$ cat src/hw/rtl/escr_pkg.sv
// Package for the epoch seconds calendar RTC: request codes, queue entry type,
// calendar helper functions. No dependencies.
`default_nettype none
package escr_pkg;
  localparam logic [31:0] GpsEpoch   = 32'd315964800;
  localparam logic [16:0] SecsPerDay = 17'd86400;
  // reciprocals for exact constant division by multiply and shift
  localparam logic [25:0] DayRecip   = 26'd50903317;  // (t >> 7) / 675, shift 35
  localparam logic [13:0] HourRecip  = 14'd9321;      // (r >> 4) / 225, shift 21
  localparam logic [10:0] MinRecip   = 11'd1093;      // (r >> 2) / 15, shift 14

  typedef enum logic [1:0] {
    REQ_TICK = 2'd0,
    REQ_UNIX = 2'd1,
    REQ_GPS  = 2'd2,
    REQ_DATE = 2'd3
  } req_e;

  // front-end to back-end queue entry
  typedef struct packed {
    logic        from_date;  // load from calendar fields
    logic        load;       // load epoch from value
    logic        tick;
    logic        status;
    logic [31:0] value;
    logic [11:0] year;
    logic [3:0]  month;
    logic [4:0]  day;
    logic [4:0]  hour;
    logic [5:0]  minute;
    logic [5:0]  second;
  } cmd_t;

  function automatic logic is_leap(input logic [11:0] y);
    logic c;
    c = (y == 12'd2100) || (y == 12'd2200) || (y == 12'd2300) || (y == 12'd1900);
    return (y[1:0] == 2'b00) && !c;
  endfunction

  function automatic logic [4:0] mdays(input logic [11:0] y, input logic [3:0] m);
    logic [4:0] r;
    case (m)
      4'd2:                      r = is_leap(y) ? 5'd29 : 5'd28;
      4'd4, 4'd6, 4'd9, 4'd11:   r = 5'd30;
      default:                   r = 5'd31;
    endcase
    return r;
  endfunction
endpackage
`default_nettype wire

$ cat src/hw/rtl/escr_front.sv
// Front end: accepts requests, validates date sets, pushes commands to queue.
// Depends on escr_pkg.
`default_nettype none
module escr_front (
  input  logic [1:0]  req_type_i,
  input  logic [31:0] seconds_value_i,
  input  logic [11:0] set_year_i,
  input  logic [3:0]  set_month_i,
  input  logic [4:0]  set_day_i,
  input  logic [4:0]  set_hour_i,
  input  logic [5:0]  set_minute_i,
  input  logic [5:0]  set_second_i,
  output escr_pkg::cmd_t cmd_o
);
  import escr_pkg::*;
  logic ok;
  always_comb begin
    ok = (set_year_i >= 12'd1970) && (set_year_i <= 12'd2037)
      && (set_month_i >= 4'd1) && (set_month_i <= 4'd12)
      && (set_day_i >= 5'd1) && (set_day_i <= mdays(set_year_i, set_month_i))
      && (set_hour_i <= 5'd23) && (set_minute_i <= 6'd59) && (set_second_i <= 6'd59);
    cmd_o = '0;
    cmd_o.year = set_year_i;
    cmd_o.month = set_month_i;
    cmd_o.day = set_day_i;
    cmd_o.hour = set_hour_i;
    cmd_o.minute = set_minute_i;
    cmd_o.second = set_second_i;
    cmd_o.value = seconds_value_i;
    unique case (req_e'(req_type_i))
      REQ_TICK: cmd_o.tick = 1'b1;
      REQ_UNIX: cmd_o.load = 1'b1;
      REQ_GPS: begin
        cmd_o.load = 1'b1;
        cmd_o.value = seconds_value_i + GpsEpoch;
      end
      REQ_DATE: begin
        cmd_o.from_date = ok;
        cmd_o.status = !ok;
      end
      default: cmd_o.tick = 1'b0;
    endcase
  end
endmodule
`default_nettype wire

$ cat src/hw/rtl/escr_fifo.sv
// Two-entry command queue between front and back ends.
// Depends on escr_pkg.
`default_nettype none
module escr_fifo (
  input  logic clk_i,
  input  logic rst_ni,
  input  logic wr_valid_i,
  output logic wr_ready_o,
  input  escr_pkg::cmd_t wr_data_i,
  output logic rd_valid_o,
  input  logic rd_ready_i,
  output escr_pkg::cmd_t rd_data_o
);
  import escr_pkg::*;
  cmd_t mem_q [2];
  logic wp_q, rp_q;
  logic [1:0] cnt_q;
  logic wr, rd;
  assign wr_ready_o = cnt_q != 2'd2;
  assign rd_valid_o = cnt_q != 2'd0;
  assign rd_data_o = mem_q[rp_q];
  assign wr = wr_valid_i && wr_ready_o;
  assign rd = rd_valid_o && rd_ready_i;
  always_ff @(posedge clk_i) begin
    if (wr) mem_q[wp_q] <= wr_data_i;
  end
  always_ff @(posedge clk_i or negedge rst_ni) begin
    if (!rst_ni) begin
      wp_q <= 1'b0;
      rp_q <= 1'b0;
      cnt_q <= 2'd0;
    end else begin
      if (wr) wp_q <= !wp_q;
      if (rd) rp_q <= !rp_q;
      cnt_q <= cnt_q + {1'b0, wr} - {1'b0, rd};
    end
  end
  a_cnt: assert property (@(posedge clk_i) disable iff (!rst_ni) cnt_q != 2'd3)
    else $error("queue count overflow");
  a_full: assert property (@(posedge clk_i) disable iff (!rst_ni)
    cnt_q == 2'd2 && !rd |=> cnt_q == 2'd2) else $error("full queue lost entry");
  a_empty: assert property (@(posedge clk_i) disable iff (!rst_ni)
    cnt_q == 2'd0 && !wr |=> !rd_valid_o) else $error("empty queue read");
endmodule
`default_nettype wire

$ cat src/hw/rtl/escr_back.sv
// Back end: holds the counters, applies commands and walks the calendar
// iteratively (date to seconds and seconds to date). Depends on escr_pkg.
`default_nettype none
module escr_back (
  input  logic clk_i,
  input  logic rst_ni,
  input  logic cmd_valid_i,
  output logic cmd_ready_o,
  input  escr_pkg::cmd_t cmd_i,
  output logic out_valid_o,
  input  logic out_ready_i,
  output logic [134:0] out_data_o
);
  import escr_pkg::*;
  typedef enum logic [10:0] {
    S_IDLE = 11'b00000000001, S_DYR = 11'b00000000010, S_DMON = 11'b00000000100,
    S_DFIN = 11'b00000001000, S_DIV = 11'b00000010000, S_REM  = 11'b00000100000,
    S_HR   = 11'b00001000000, S_MIN = 11'b00010000000, S_SEC  = 11'b00100000000,
    S_CYR  = 11'b01000000000, S_CMON = 11'b10000000000
  } state_e;
  state_e st_q;
  logic [31:0] epoch_q, up_q, rem_q, t_q;
  logic [15:0] days_q;
  logic [11:0] y_q, sy_q;
  logic [3:0]  m_q, sm_q;
  logic [4:0]  sd_q, sh_q;
  logic [5:0]  smi_q, ss_q;
  logic        stat_q, ov_q;
  logic [4:0]  hr_q;
  logic [5:0]  mn_q;
  logic [8:0]  ydays;
  logic [4:0]  md;
  logic [50:0] dprod;
  logic [26:0] hprod;
  logic [20:0] mprod;
  logic [5:0]  sc;
  logic [31:0] gps, hms;
  assign ydays = is_leap(y_q) ? 9'd366 : 9'd365;
  assign md = mdays(y_q, m_q);
  assign cmd_ready_o = st_q == S_IDLE && !ov_q;
  assign dprod = 51'(t_q[31:7]) * 51'(DayRecip);
  assign hprod = 27'(rem_q[16:4]) * 27'(HourRecip);
  assign mprod = 21'(rem_q[11:2]) * 21'(MinRecip);
  assign sc = 6'(rem_q[11:0] - 12'(mn_q) * 12'd60);
  assign gps = (t_q < GpsEpoch) ? 32'd0 : t_q - GpsEpoch;
  assign hms = 32'(sh_q) * 32'd3600 + 32'(smi_q) * 32'd60 + 32'(ss_q);
  assign out_valid_o = ov_q;
  // status, unix, gps, uptime, year, month, day, hour, minute, second
  assign out_data_o = {sc, mn_q, hr_q, 5'(days_q + 16'd1), m_q, y_q,
                       up_q, gps, t_q, stat_q};

  always_ff @(posedge clk_i or negedge rst_ni) begin
    if (!rst_ni) begin
      st_q <= S_IDLE;
      epoch_q <= GpsEpoch;
      up_q <= '0;
      ov_q <= 1'b0;
    end else begin
      if (out_valid_o && out_ready_i) ov_q <= 1'b0;
      unique case (st_q)
        S_IDLE: if (cmd_valid_i && cmd_ready_o) begin
          stat_q <= cmd_i.status;
          sy_q <= cmd_i.year; sm_q <= cmd_i.month; sd_q <= cmd_i.day;
          sh_q <= cmd_i.hour; smi_q <= cmd_i.minute; ss_q <= cmd_i.second;
          if (cmd_i.from_date) begin
            y_q <= 12'd1970; m_q <= 4'd1;
            days_q <= 16'(cmd_i.day) - 16'd1;
            st_q <= S_DYR;
          end else begin
            if (cmd_i.tick) begin
              epoch_q <= epoch_q + 32'd1;
              up_q <= up_q + 32'd1;
              t_q <= epoch_q + 32'd1;
            end else if (cmd_i.load) begin
              epoch_q <= cmd_i.value;
              t_q <= cmd_i.value;
            end else t_q <= epoch_q;
            st_q <= S_DIV;
          end
        end
        S_DYR: if (y_q == sy_q) st_q <= S_DMON;
          else begin
            days_q <= days_q + 16'(ydays);
            y_q <= y_q + 12'd1;
          end
        S_DMON: if (m_q == sm_q) st_q <= S_DFIN;
          else begin
            days_q <= days_q + 16'(md);
            m_q <= m_q + 4'd1;
          end
        S_DFIN: begin
          epoch_q <= 32'(days_q) * 32'(SecsPerDay) + hms;
          t_q <= 32'(days_q) * 32'(SecsPerDay) + hms;
          st_q <= S_DIV;
        end
        // seconds to days, then time of day, one product per cycle
        S_DIV: begin
          days_q <= dprod[50:35];
          st_q <= S_REM;
        end
        S_REM: begin
          rem_q <= t_q - 32'(days_q) * 32'(SecsPerDay);
          st_q <= S_HR;
        end
        S_HR: begin
          hr_q <= hprod[25:21];
          st_q <= S_MIN;
        end
        S_MIN: begin
          rem_q <= rem_q - 32'(hr_q) * 32'd3600;
          st_q <= S_SEC;
        end
        S_SEC: begin
          mn_q <= mprod[19:14];
          y_q <= 12'd1970; m_q <= 4'd1;
          st_q <= S_CYR;
        end
        S_CYR: if (days_q >= 16'(ydays)) begin
            days_q <= days_q - 16'(ydays);
            y_q <= y_q + 12'd1;
          end else st_q <= S_CMON;
        S_CMON: if (m_q < 4'd12 && days_q >= 16'(md)) begin
            days_q <= days_q - 16'(md);
            m_q <= m_q + 4'd1;
          end else begin
            ov_q <= 1'b1;
            st_q <= S_IDLE;
          end
        default: st_q <= S_IDLE;
      endcase
    end
  end
  a_hold: assert property (@(posedge clk_i) disable iff (!rst_ni)
    ov_q && !out_ready_i |=> $stable(t_q)) else $error("result changed while held");
  a_busy: assert property (@(posedge clk_i) disable iff (!rst_ni)
    st_q != S_IDLE |-> !cmd_ready_o) else $error("accepted while busy");
  a_mon: assert property (@(posedge clk_i) disable iff (!rst_ni)
    st_q == S_CMON |-> m_q >= 4'd1 && m_q <= 4'd12) else $error("month out of range");
endmodule
`default_nettype wire

$ cat src/hw/rtl/epoch_seconds_calendar_rtc.sv
// Epoch seconds calendar RTC: Unix second counter, uptime counter and
// calendar conversion. Uses escr_pkg, escr_front, escr_fifo, escr_back.
//
// Input stream s_axis: one request per word; tuser is the request kind
// (0 tick, 1 set Unix, 2 set GPS, 3 set date), tdata the value and date
// fields. Output stream m_axis: one result word per request with status,
// Unix, GPS and uptime seconds and the broken-down date and time.
// A request is classified in the front end and queued (two deep); the back
// end applies it, splits the seconds into days, hours, minutes and seconds
// and walks the calendar a year or a month per cycle; a date set first
// turns the date into seconds by a like walk from 1970.
// One request is converted at a time. Reset loads the count with the GPS
// epoch and clears uptime. A stalled output holds its word and the back end
// waits; the queue keeps accepting until full.
`default_nettype none
module epoch_seconds_calendar_rtc (
  input  logic         clk_i,
  input  logic         rst_ni,
  input  logic         s_axis_tvalid,
  output logic         s_axis_tready,
  // seconds_value, set_year, set_month, set_day, set_hour, set_minute,
  // set_second (+2 pad bits)
  input  logic [71:0]  s_axis_tdata,
  input  logic [1:0]   s_axis_tuser,  // req_type
  output logic         m_axis_tvalid,
  input  logic         m_axis_tready,
  // status, unix_seconds, gps_seconds, uptime_seconds, cal_year, cal_month,
  // cal_day, cal_hour, cal_minute, cal_second (+1 pad bit)
  output logic [135:0] m_axis_tdata
);
  import escr_pkg::*;
  cmd_t fc, qc;
  logic qv, qr;
  logic [134:0] od;
  escr_front u_front (
    .req_type_i(s_axis_tuser), .seconds_value_i(s_axis_tdata[31:0]),
    .set_year_i(s_axis_tdata[43:32]), .set_month_i(s_axis_tdata[47:44]),
    .set_day_i(s_axis_tdata[52:48]), .set_hour_i(s_axis_tdata[57:53]),
    .set_minute_i(s_axis_tdata[63:58]), .set_second_i(s_axis_tdata[69:64]),
    .cmd_o(fc));
  escr_fifo u_fifo (
    .clk_i, .rst_ni, .wr_valid_i(s_axis_tvalid), .wr_ready_o(s_axis_tready),
    .wr_data_i(fc), .rd_valid_o(qv), .rd_ready_i(qr), .rd_data_o(qc));
  escr_back u_back (
    .clk_i, .rst_ni, .cmd_valid_i(qv), .cmd_ready_o(qr), .cmd_i(qc),
    .out_valid_o(m_axis_tvalid), .out_ready_i(m_axis_tready), .out_data_o(od));
  assign m_axis_tdata = {1'b0, od};
endmodule
`default_nettype wire
$ cat config.mk
export PLATFORM = sky130hd
export DESIGN_NAME = epoch_seconds_calendar_rtc
export DESIGN_NICKNAME = d
export VERILOG_FILES = /design/src/hw/rtl/escr_pkg.sv /design/src/hw/rtl/escr_front.sv /design/src/hw/rtl/escr_fifo.sv /design/src/hw/rtl/escr_back.sv /design/src/hw/rtl/epoch_seconds_calendar_rtc.sv
export SDC_FILE = /design/constraint.sdc
export NUM_CORES = 2
export LEC_CHECK = 0
export BUFFER_PORTS_ARGS = -buffer_cell sky130_fd_sc_hd__buf_2
export CAP_MARGIN = 20
export CORE_MARGIN = 3
export CORE_UTILIZATION = 55
export DETAILED_ROUTE_END_ITERATION = 8
export GPL_ROUTABILITY_DRIVEN = 0
export PLACE_DENSITY = 0.73
export SYNTH_ARGS = -nofsm -noshare
export SYNTH_HDL_FRONTEND = slang
export SYNTH_SLANG_ARGS = --single-unit
$ cat constraint.sdc
create_clock -name clk_i -period 7.8 [get_ports clk_i]
set_input_delay 0.78 -clock clk_i [delete_from_list [all_inputs] [get_ports clk_i]]
set_output_delay 0.78 -clock clk_i [all_outputs]
set_load 0.01 [all_outputs]
After elaboration in Yosys (flattened, before gate mapping). Memories as Yosys holds them, arrays and structs flattened. Index checks and enable logic that the tools add are counted.

Add/sub/neg operators: 20. $mul: 8. Divide/modulo/power cells: 0. $lt $le $gt $ge: 13. Equality and inequality tests: 46. Shift-type cells: 0. Mux-type cells: 46. Bitwise logic cells: 1. Reductions and logical operators: 50.

Operators by type and width (number): 32-bit 2-to-1 mux (6); 32-bit case mux with 2 select lines (2); 11-bit case mux with 11 select lines (1); 16-bit 2-to-1 mux (6); 16-bit case mux with 6 select lines (1); 12-bit == test (second input constant) (6); 32-bit by 1-bit adder with 32-bit output (second input constant) (2); 11-bit 2-to-1 mux (5); 25-bit by 26-bit multiplier with 51-bit output (second input constant) (1); 12-bit 2-to-1 mux (4); 12-bit case mux with 4 select lines (1); 32-bit by 29-bit adder with 32-bit output (second input constant) (1); 32-bit adder (1); 32-bit by 6-bit adder with 32-bit output (1); 32-bit by 29-bit < comparator with 1-bit output (second input constant) (1); 32-bit by 17-bit subtractor with 32-bit output (1); 32-bit by 29-bit subtractor with 32-bit output (second input constant) (1); 32-bit subtractor (1); 13-bit by 14-bit multiplier with 26-bit output (second input constant) (1); 5-bit by 8-bit multiplier with 13-bit output (second input constant) (2); 16-bit by 10-bit multiplier with 25-bit output (second input constant) (1); 12-bit by 11-bit == test with 1-bit output (second input constant) (2); 10-bit by 11-bit multiplier with 20-bit output (second input constant) (1); 5-bit case mux with 2 select lines (2); 66 further kinds (133).

Register bits: 221. Bits in latches: 0. RAM bits: 148. Bits in read-only memories: 0. Output and inout port bits: 138. Memories kept: 1.

Memory list: u_fifo.mem_q (words 2, width 74, read ports 1, clocked after memory_dff 0, write ports 1, line escr_fifo.sv:15) `cmd_t mem_q [2];`.

Depth between registers and ports, before layout.
Word-level depth: 15. Mapped depth: 28. Mapped depth without buffers: 27.

Modules after synthesis. Synthesis repeated with hierarchy kept, for this count alone.

Cells, all modules: 3706. Area total of the unflattened synthesis: 37821.3 sq um.

Modules (own cells, without submodules): escr_back (instances 1, cells an instance 3244, area each 30834.6 sq um, sequential area each 5703.0 sq um); escr_fifo (instances 1, cells an instance 252, area each 5574.1 sq um, sequential area each 4544.4 sq um); escr_front (instances 1, cells an instance 208, area each 1401.3 sq um, sequential area each 0.0 sq um); epoch_seconds_calendar_rtc (instances 1, cells an instance 2, area each 11.3 sq um, sequential area each 0.0 sq um).

Least setup slack after synthesis. OpenSTA, ideal clock, no wires.

Kind: register -> register. From: register u_back.t_q[12]. To: register u_back.days_q[9] (data pin). Data arrival time: 6.368 ns. Setup slack: 1.296 ns. Cell stages (with the launch flop): 24. Period minus slack after synthesis: 6.504 ns. Cells stage by stage: edfxtp_1 > inv_1 > ha_1 > inv_1 > fa_1 > ha_1 > inv_1 > fa_1 > inv_1 > fa_1 > fa_1 > inv_1 > fa_1 > inv_1 > ha_1 > nand2_1 > o41a_1 > o21a_1 > o221ai_1 > a41oi_1 > o31ai_2 > a21oi_1 > or4_1 > nand3_1.

Cells in the longest elaborated chain, start to end: 2.

RTL lines: start, declared (line escr_back.sv:22) `logic [31:0] epoch_q, up_q, rem_q, t_q;`; start signal, assigned (line escr_back.sv:73) `t_q <= epoch_q + 32'd1;`; start signal, assigned (line escr_back.sv:76) `t_q <= cmd_i.value;`; start signal, assigned (line escr_back.sv:77) `end else t_q <= epoch_q;`; 25-bit by 26-bit multiplier with 51-bit output (line escr_back.sv:41) `assign dprod = 51'(t_q[31:7]) * 51'(DayRecip);`; 16-bit case mux with 6 select lines (line escr_back.sv:60) `unique case (st_q)`; end signal, assigned (line escr_back.sv:67) `days_q <= 16'(cmd_i.day) - 16'd1;`; end signal, assigned (line escr_back.sv:83) `days_q <= days_q + 16'(ydays);`; end signal, assigned (line escr_back.sv:88) `days_q <= days_q + 16'(md);`; end, declared (line escr_back.sv:23) `logic [15:0] days_q;`.

Every way passes these cells. A chain may end at the register's enable or synchronous reset.

Worst setup path after layout.
From: register u_back.t_q[20]. To: register u_back.days_q[10] (data pin).

Same word-level chain as after synthesis.

==> flow_metrics.env <==
export IMPL_netlist_area_sq_um=37500
export IMPL_grt_max_degree=63
export IMPL_fin_crit_ps=7150
export IMPL_setup_viol=0
export IMPL_ant_nets=0
export IMPL_final_nets=4922
export IMPL_die_area_sq_um=71400
export IMPL_synthArstFlopShare_pct=22.6
export IMPL_syn2layout_area_growth_pct=9.07
export IMPL_tightestPinTransition_ps=971
export IMPL_antenna_found_initial=0
export IMPL_end_kind="flip-flop"
export IMPL_ys_warn_count=0
export IMPL_cts_root_buf="clkbuf_16"
export IMPL_rsz0062_at_grt="no"
export IMPL_clock_sinks=354
export IMPL_hold_violations=0
export IMPL_vias_per_cell=5.66
export IMPL_fillers=5488
export IMPL_crit_type="flip-flop to flip-flop"
export IMPL_crit_required_ps=8090
export IMPL_coreArea_sq_um=67400
export IMPL_syn_nets=4703
export IMPL_reg2reg_from="u_back.t_q[20]"
export IMPL_cts_tree="yes"
export IMPL_area_sequential_sq_um=10300
export IMPL_multi_input_area_sq_um=24500
export IMPL_ys_ff_latch=354
export IMPL_ios=216
export IMPL_clkSlewWorstSetupHoldPaths_ps=60
export IMPL_dr_pass1_iters=6
export IMPL_h_tree_depth=2
export IMPL_finalClockSkew_ps=23.0
export IMPL_cts_setup_buffers=0
export IMPL_status="completed"
export IMPL_num_rows=95
export IMPL_drc_errors=0
export IMPL_worstSkewPairLatency_ps=570
export IMPL_hp_class="primary input to asynchronous set/reset pin"
export IMPL_drive_gt1_share_pct=10.5
export IMPL_routed_wl_mm=90.8
export IMPL_synth_avg_cell_area_sq_um=10.1
export IMPL_wl_per_cell_um=18.8
export IMPL_cap_violations=0
export IMPL_drv_slew=0
export IMPL_start_util_pct=55.7
export IMPL_grt_usage_pct=25.7
export IMPL_fp_dieW_um=267
export IMPL_fmax_mhz=140
export IMPL_worstSetupStartpointType="flip-flop"
export IMPL_fp_dieH_um=267
export IMPL_r2r_slack_ps=650
export IMPL_fin_crit_sh_pct=91.7
export IMPL_ys_seq_area_share_pct=27.3
export IMPL_grt_pass1_wl_mm=146
export IMPL_grt_pass1_vias=27200
export IMPL_io_buffers=212
export IMPL_worstPathMaxFanout=10
export IMPL_netlist_instances=3714
export IMPL_grt_overflow=0
export IMPL_ys_flop_type="edfxtp_1"
export IMPL_cts_resized=0
export IMPL_yosys_cell_types_count=96
export IMPL_maxSlewHeadroom_pct=35.0
export IMPL_synth_edf_count=274
export IMPL_antennaDiodeCount=0
export IMPL_hpwl_mm=73.6
export IMPL_cts_buffer_depth=3
export IMPL_cts_buffers=38
export IMPL_worst_ep_arrival_time_ps=7450
export IMPL_setup_tns_ps=0
export IMPL_vias=27300
export IMPL_drt_iter0_markers=2018
export IMPL_startpoint="u_back.t_q[20]"
export IMPL_hold_buffers=0
stage by stage:
step | util (%) | instances | cell area [sq um] | hold WS [ps] | worst slack [ps]
floorplan | - | 3714 | 37500 | 435 | 1300
global placement | 58.9 | 4765 | 39700 | 448 | 660
detailed placement | 58.9 | 4765 | 39700 | 458 | 551
CTS | 60.7 | 4833 | 40900 | 308 | 538
global route | 60.7 | 4834 | 40900 | 341 | 175
finish | 60.7 | 4834 | 40900 | 297 | 649
sequential cells by signal, summed over array words and instances, names as in the netlist:
| signal | count |
|---|---|
| u_fifo.mem_q | 148 |
| u_back.epoch_q | 32 |
| u_back.t_q | 32 |
| u_back.up_q | 32 |
| u_back.rem_q | 17 |
| u_back.days_q | 16 |
| u_back.sy_q | 12 |
| u_back.y_q | 12 |
| u_back.st_q | 11 |
| u_back.mn_q | 6 |
| u_back.smi_q | 6 |
| u_back.ss_q | 6 |
| u_back.hr_q | 5 |
| u_back.sh_q | 5 |
| u_back.m_q | 4 |
| u_back.sm_q | 4 |
| u_fifo.cnt_q | 2 |
| u_back.out_valid_o | 1 |
| u_back.stat_q | 1 |
| u_fifo.rp_q | 1 |
| u_fifo.wp_q | 1 |
cells in the final DEF, fill, tap and decap left out, drive strengths merged, types with 36 or more instances in the layout:
master  Yosys  final
nand3      68     68
o21ai     137    137
nand2     208    208
xnor2     165    165
a21o       70     70
mux2i      43     43
nand4      50     50
a21oi     173    173
nor3       36     36
xor2       92     92
inv       649    651
mux2       50     50
clkbuf     53     51
fa        272    272
dfrtp      66     66
nor2      201    201
ha        639    639
edfxtp    274    274
buf        21    253
per-layer routing:
| layer | part of all wire [%] | vias to the layer above | GRT usage [%] |
|---|---|---|---|
| met5 | 0 | - | 0 |
| met1 | 44 | 13200 | 35.3 |
| li1 | - | 13200 | - |
| met4 | 3.0 | 0 | 7.38 |
| met3 | 5.5 | 140 | 2.88 |
| met2 | 47 | 805 | 43.3 |
Yosys cell counts, types with 48 or more instances:
master | number | share of area [%]
inv_1 | 649 | 6.5
ha_1 | 639 | 21
edfxtp_1 | 274 | 22
fa_1 | 272 | 15
nand2_1 | 208 | 2.1
nor2_1 | 198 | 2.0
a21oi_1 | 173 | 2.3
xnor2_1 | 165 | 3.9
o21ai_0 | 120 | 1.6
xor2_1 | 92 | 2.1
a21o_1 | 69 | 1.4
nand3_1 | 68 | 0.91
dfrtp_1 | 66 | 4.4
clkbuf_1 | 52 | 0.52
mux2_2 | 50 | 1.5
nand4_1 | 48 | 0.80
path summary, 6_finish.rpt:
kind	end	cells past startpoint
setup / recovery	u_back.days_q[10]	22
hold / removal	u_back.up_q[5]	1
setup reg to reg	u_back.days_q[10]	22
hold reg to reg	u_back.st_q[7]	1
max in group asynchronous	u_back.st_q[0]	2
min in group clk_i	u_fifo.mem_q[0][43]	1
final cells by class:
| type | count | share of cell area, % |
|---|---|---|
| timing repair buffer | 253 | 3.35 |
| clock buffer | 51 | 2.59 |
| tap | 873 | 2.67 |
| sequential | 354 | 25.1 |
| multi-input combinational | 2635 | 59.9 |
| inverter | 651 | 5.97 |
| clock inverter | 17 | 0.410 |
kinds of logic (layout without fill, tap and decap cells):
kind of cell	Yosys count	count (layout)	share of synthesized area, %
flip-flops	354	354	27.3
AO/OA/AOI/OAI	626	626	10.9
AND/OR/NAND/NOR	747	747	9.85
multiplexers	93	93	2.65
adder cells (fa/ha/maj)	911	911	35.8
buffers and inverters	725	972	7.40
other	1	1	0.0100
XOR/XNOR	257	257	6.00
worst max-delay path: stages (launching register included):
cell and delay [ps]:
edfxtp_1 670, fa_1 630, inv_1 50, fa_1 470
inv_1 40, ha_1 290, fa_1 470, fa_1 530
fa_1 550, inv_1 60, fa_1 540, inv_1 80
ha_1 380, inv_1 80, o21bai_1 70, a2111oi_0 540
o221ai_1 210, a41oi_1 380, o31ai_2 220, a21oi_1 260
o21ai_0 140, nand4b_1 120, o211ai_1 100
Power is not shown: default switching activity piles up to over one toggle a cycle in this logic, so the estimate is an artifact.
